`src/rtl/cwzp_pkg.sv`:
```
// package for the 2d convolution window engine with zero padding
// holds field widths, command and register codes, fsm states and control structs
// no dependencies
package cwzp_pkg;

    localparam int IMG_W_DEF = 64;
    localparam int IMG_H_DEF = 64;
    localparam int KMAX_DEF  = 7;

    localparam int CMD_W      = 2;
    localparam int ADDR_W     = 12;
    localparam int VAL_W      = 16;
    localparam int CENTER_W   = 6;
    localparam int SUM_W      = 40;
    localparam int PROD_W     = 2 * VAL_W;
    localparam int KW_W       = 3;
    localparam int IMG_DIM_W  = 7;
    localparam int CFG_IDX_W  = 2;
    localparam int CFG_DATA_W = 7;
    localparam int TAP_W      = 3;
    localparam int COORD_W    = 8;

    localparam logic [KW_W-1:0]      KW_RESET = 3'd5;
    localparam logic [IMG_DIM_W-1:0] IW_RESET = 7'd48;
    localparam logic [IMG_DIM_W-1:0] IH_RESET = 7'd40;

    typedef enum logic [CMD_W-1:0] {
        CMD_WR_WEIGHT = 2'd0,
        CMD_WR_PIXEL  = 2'd1,
        CMD_COMPUTE   = 2'd2
    } t_cmd;

    typedef enum logic [CFG_IDX_W-1:0] {
        CFG_KERNEL_WIDTH = 2'd0,
        CFG_IMAGE_WIDTH  = 2'd1,
        CFG_IMAGE_HEIGHT = 2'd2
    } t_cfg_idx;

    typedef enum logic [1:0] {
        ST_IDLE,
        ST_RUN,
        ST_DRAIN
    } t_state;

    typedef struct packed {
        logic             wr_weight;
        logic             wr_pixel;
        logic             start;
        logic             tap_valid;
        logic [TAP_W-1:0] tap_row;
        logic [TAP_W-1:0] tap_col;
        logic             load_out;
    } t_dp_cmd;

    typedef struct packed {
        logic             busy;
        logic             out_free;
        logic [TAP_W-1:0] tap_max;
    } t_dp_status;

endpackage

```
`src/rtl/cwzp_ctrl.sv`:
```
// controller: takes input items, steps the tap counters over the window
// and hands the sum to the result register; depends on cwzp_pkg
module cwzp_ctrl (
    input  logic                         i_clk,
    input  logic                         i_rst_n,
    input  logic                         i_in_valid,
    input  logic [cwzp_pkg::CMD_W-1:0]   i_in_cmd,
    output logic                         o_in_ready,
    input  cwzp_pkg::t_dp_status         i_status,
    output cwzp_pkg::t_dp_cmd            o_cmd
);

    cwzp_pkg::t_state            r_state;
    cwzp_pkg::t_state            n_state;
    logic [cwzp_pkg::TAP_W-1:0]  r_row;
    logic [cwzp_pkg::TAP_W-1:0]  n_row;
    logic [cwzp_pkg::TAP_W-1:0]  r_col;
    logic [cwzp_pkg::TAP_W-1:0]  n_col;

    always_ff @(posedge i_clk) begin
        if (!i_rst_n) begin
            r_state <= cwzp_pkg::ST_IDLE;
            r_row   <= '0;
            r_col   <= '0;
        end else begin
            r_state <= n_state;
            r_row   <= n_row;
            r_col   <= n_col;
        end
    end

    always_comb begin
        n_state    = r_state;
        n_row      = r_row;
        n_col      = r_col;
        o_in_ready = 1'b0;
        o_cmd      = '0;
        o_cmd.tap_row = r_row;
        o_cmd.tap_col = r_col;
        case (r_state)
            cwzp_pkg::ST_IDLE: begin
                o_in_ready = 1'b1;
                if (i_in_valid) begin
                    o_cmd.wr_weight = (i_in_cmd == cwzp_pkg::CMD_WR_WEIGHT);
                    o_cmd.wr_pixel  = (i_in_cmd == cwzp_pkg::CMD_WR_PIXEL);
                    if (i_in_cmd == cwzp_pkg::CMD_COMPUTE) begin
                        o_cmd.start = 1'b1;
                        n_row       = '0;
                        n_col       = '0;
                        n_state     = cwzp_pkg::ST_RUN;
                    end
                end
            end
            cwzp_pkg::ST_RUN: begin
                // one tap per cycle, row-major over the window
                o_cmd.tap_valid = 1'b1;
                if (r_col == i_status.tap_max) begin
                    n_col = '0;
                    if (r_row == i_status.tap_max) begin
                        n_state = cwzp_pkg::ST_DRAIN;
                    end else begin
                        n_row = r_row + 3'd1;
                    end
                end else begin
                    n_col = r_col + 3'd1;
                end
            end
            cwzp_pkg::ST_DRAIN: begin
                if (!i_status.busy && i_status.out_free) begin
                    o_cmd.load_out = 1'b1;
                    n_state        = cwzp_pkg::ST_IDLE;
                end
            end
            default: begin
                n_state = cwzp_pkg::ST_IDLE;
            end
        endcase
    end

endmodule
```
`config.mk`:
```
export PLATFORM = sky130hd
export DESIGN_NAME = cwzp_ctrl
export DESIGN_NICKNAME = d
export VERILOG_FILES = /design/src/rtl/cwzp_pkg.sv /design/src/rtl/cwzp_ctrl.sv
export SDC_FILE = /design/constraint.sdc
export NUM_CORES = 1
export LEC_CHECK = 0
export BUFFER_PORTS_ARGS = -buffer_cell sky130_fd_sc_hd__buf_2
export CAP_MARGIN = 20
export CORE_AREA = 2 2 39 41
export DETAILED_ROUTE_END_ITERATION = 10
export DIE_AREA = 0 0 41 43
export PLACE_DENSITY = 0.67
export SLEW_MARGIN = 20
export SYNTH_ARGS = -nofsm -noshare
export SYNTH_HDL_FRONTEND = slang
export SYNTH_SLANG_ARGS = --single-unit
```
`constraint.sdc`:
```
create_clock -name i_clk -period 2.1 [get_ports i_clk]
set_clock_uncertainty 0.05 [all_clocks]
set_input_delay 0.315 -clock i_clk [delete_from_list [all_inputs] [get_ports i_clk]]
set_output_delay 0.315 -clock i_clk [all_outputs]
set_load 0.005 [all_outputs]
```
==> reports/qor.yml <==
critical_path:
  cp_data_arrival_time_ns: 1.94
  crit_cells: 5
  crit_type: "reg -> reg"
  slowest_delay_ns: 0.42
  reg2reg_slack_ns: 0.26
  end_kind: "flip-flop"
  startpoint_type: "flip-flop"
  r2r_end: "r_row[2]"
  slowest_stage: "o41a_1"
  crit_family: "compound AO/OA/AOI/OAI gates"
  r2r-start: "r_row[0]"
  cp-startpoint: "r_row[0]"
  cp_max_fo: 5
  cp_cell_sequence: "xor2_1, nor3_1, o41a_1, or3_1, a32o_1"
  crit_end: "r_row[2]"
  cp.required_ns: 2.20
  r2r_cells: 5
  worst-path-buf-inv: 0
synth:
  yosysUniqueCellTypes: 28
  syn-cell-area_um2: 519
  ys_seq_elements: 8
  synthCells: 64
  synth-seq-area-share: 0.308
  synth_warnings: 0
  synthesis.nets: 76
  syn_area_per_cell_um2: 8.11
clocking:
  htreeDepth: 1
  cts_resized: 0
  numClockSinks: 8
  numCtsBuffers: 3
  holdBufCountCts: 0
  cts_root_buf: "clkbuf_4"
  cts.clk_slew.worst_paths_ns: 0.06
  clk-insertion-delay-late_ns: 0.26
  clockBufferDepth: 2
  cts_tree: "yes"
  post_cts_buffers: 0
run_status:
  status: "finished clean"
timing:
  finalSetupViolCount: 0
  fmax_mhz: 545
  worst_pin_slew_ns: 0.509
  hold_violations: 0
  relSlewSlack: 0.657
  min_period_ns: 1.84
  rsz0062_at_grt: "false"
  tns_ns: 0
  maxSlewViolCount: 0
  fin_crit_sh: 0.874
routing:
  drc_errors: 0
  ant_nets: 0
  viasPerCell: 5.15
  vias: 525
  first_pass_iters: 4
  wl_per_cell_um: 11.6
  wl_um: 1180
  drt_iter0_markers: 5
placement:
  hpwl_um: 933
  io_buffers: 21
  gp_congestion: 0.871
pwr:
  sequentialPowerShare: 0.462
  p_sw_frac: 0.280
  p_total_mw: 0.343
  power_leakage_nw: 0.320
  powerDensity_mw_per_mm2: 520
  p_int_mw: 0.247
  pwr-share-clk: 0.367
  ir_worst_vdd_uv: 400
  p_switching_mw: 0.0958
  pwr-share-comb: 0.171
die:
  core_mm2: 0.00138
  rows: 14
  start_util: 0.375
  die_w_um: 41
  die-area_mm2: 0.00176
  io_pins: 22
  die_height_um: 43
global_route:
  grt_pass1_wl_um: 1820
  grt_usage: 0.154
  grt_max_degree: 10
  grt_overflow: 0
  first_global_vias: 443
  antenna_found_initial: 0
run:
  maxCapViolCount: 0
final_layout:
  antennaDiodeCount: 0
  multi_input_area_um2: 332
  fillers: 151
  drive_gt1_frac: 0.314
  fin_nets: 100
  syn2layout_area_growth_pct: 26.7
  ff_latch_area_um2: 160
hold_path:
  holdCritPathClass: "in -> reg"
## layout by cell type (no fill, tap or decap)
cell      instances
nand4_1           1
or2_2             1
mux2i_1           3
buf_4             1
a22oi_1           1
nand2_1           5
nor3b_1           1
inv_1             3
a31oi_1           2
clkbuf_4          3
a21boi_0          1
a21oi_1           3
or3_1             1
nor2_1            8
a32o_1            1
dfxtp_1           8
and4b_1           1
a41oi_1           1
o41a_1            1
nand2b_1          3
or4_2             1
xnor2_1           1
nand3_1           2
a311oi_1          1
buf_2            21
xor2_1            5
ha_1              2
nor3_1            4
## how the worst min path moves through the flow
stage                         from          to  slack (ns)  cells past startpoint
after global routing       i_rst_n  r_state[0]        0.31                      3
after detailed placement  r_row[1]    r_row[1]        0.45                      2
after CTS                  i_rst_n  r_state[0]        0.29                      3
final                      i_rst_n  r_state[0]        0.30                      3
after floorplan            i_rst_n  r_state[0]        0.38                      2
after global placement    r_row[1]    r_row[1]        0.45                      2
## registers in the layout, indices dropped and copies added, names as in the netlist
register	flops
r_state	2
r_col	3
r_row	3
## cell type report
class / instances / share of cell area
multi-input cells: 50 / 0.504
flip-flops and latches: 8 / 0.243
repair buffers: 22 / 0.171
clock buffers: 3 / 0.0342
well taps: 16 / 0.0304
inverters: 3 / 0.0171
## layer usage
metal / vias up / track usage / share of wire
met3: 2 / 0.0471 / 0.075
met1: 230 / 0.205 / 0.47
li1: 273 / - / -
met5: - / 0 / 0
met4: 0 / 0.0800 / 0.020
met2: 20 / 0.216 / 0.44
## cells by family after synthesis
logic type,share of synthesized area
flops,0.308
mux,0.0578
buf+inv,0.0530
fa+ha+maj,0.0482
simple gates,0.275
compound gates,0.157
xor+xnor,0.101
## worst min-delay path, delay by kind of cell
family,cells,cell delay (ns)
buffers and inverters,1,0.14
AND/OR/NAND/NOR,1,0.07
AO/OA/AOI/OAI,1,0.04
## per-stage QoR
stage,hold slack [ns],setup WS [ns],util,cells,cell area (um^2)
after global placement,0.454,0.213,0.459,99,636
after CTS,0.289,0.262,0.476,102,658
after global routing,0.308,0.170,0.476,102,658
after detailed placement,0.453,0.234,0.459,99,636
final,0.301,0.265,0.476,102,658
after floorplan,0.384,0.337,-,64,519
## cells in the mapped netlist, drive strengths merged
| master | number | share of area |
|---|---|---|
| dfxtp | 8 | 0.31 |
| nor2 | 8 | 0.058 |
| nand2 | 5 | 0.036 |
| xor2 | 5 | 0.084 |
| nor3 | 4 | 0.039 |
| a21oi | 3 | 0.029 |
| inv | 3 | 0.022 |
| mux2i | 3 | 0.058 |
| nand2b | 3 | 0.036 |
| a31oi | 2 | 0.024 |
| buf | 2 | 0.024 |
| ha | 2 | 0.048 |
| nand3 | 2 | 0.019 |
| a21boi | 1 | 0.014 |
| a22oi | 1 | 0.014 |
| a311oi | 1 | 0.017 |
| a32o | 1 | 0.019 |
| a41oi | 1 | 0.017 |
| and4b | 1 | 0.019 |
| clkbuf | 1 | 0.0072 |
| nand4 | 1 | 0.012 |
| nor3b | 1 | 0.014 |
| o41a | 1 | 0.022 |
| or2 | 1 | 0.012 |
| or3 | 1 | 0.012 |
| or4 | 1 | 0.017 |
| xnor2 | 1 | 0.017 |
## power by group through the flow
stage                     logic, mW  clock network, mW  registers (mW)
after floorplan              0.0364                  0           0.160
after global routing         0.0670              0.133           0.159
final                        0.0585              0.126           0.158
after detailed placement     0.0583                  0           0.162
after CTS                    0.0587              0.128           0.158
after global placement       0.0583                  0           0.162
No activity file was read; power rests on OpenSTA's default activity.
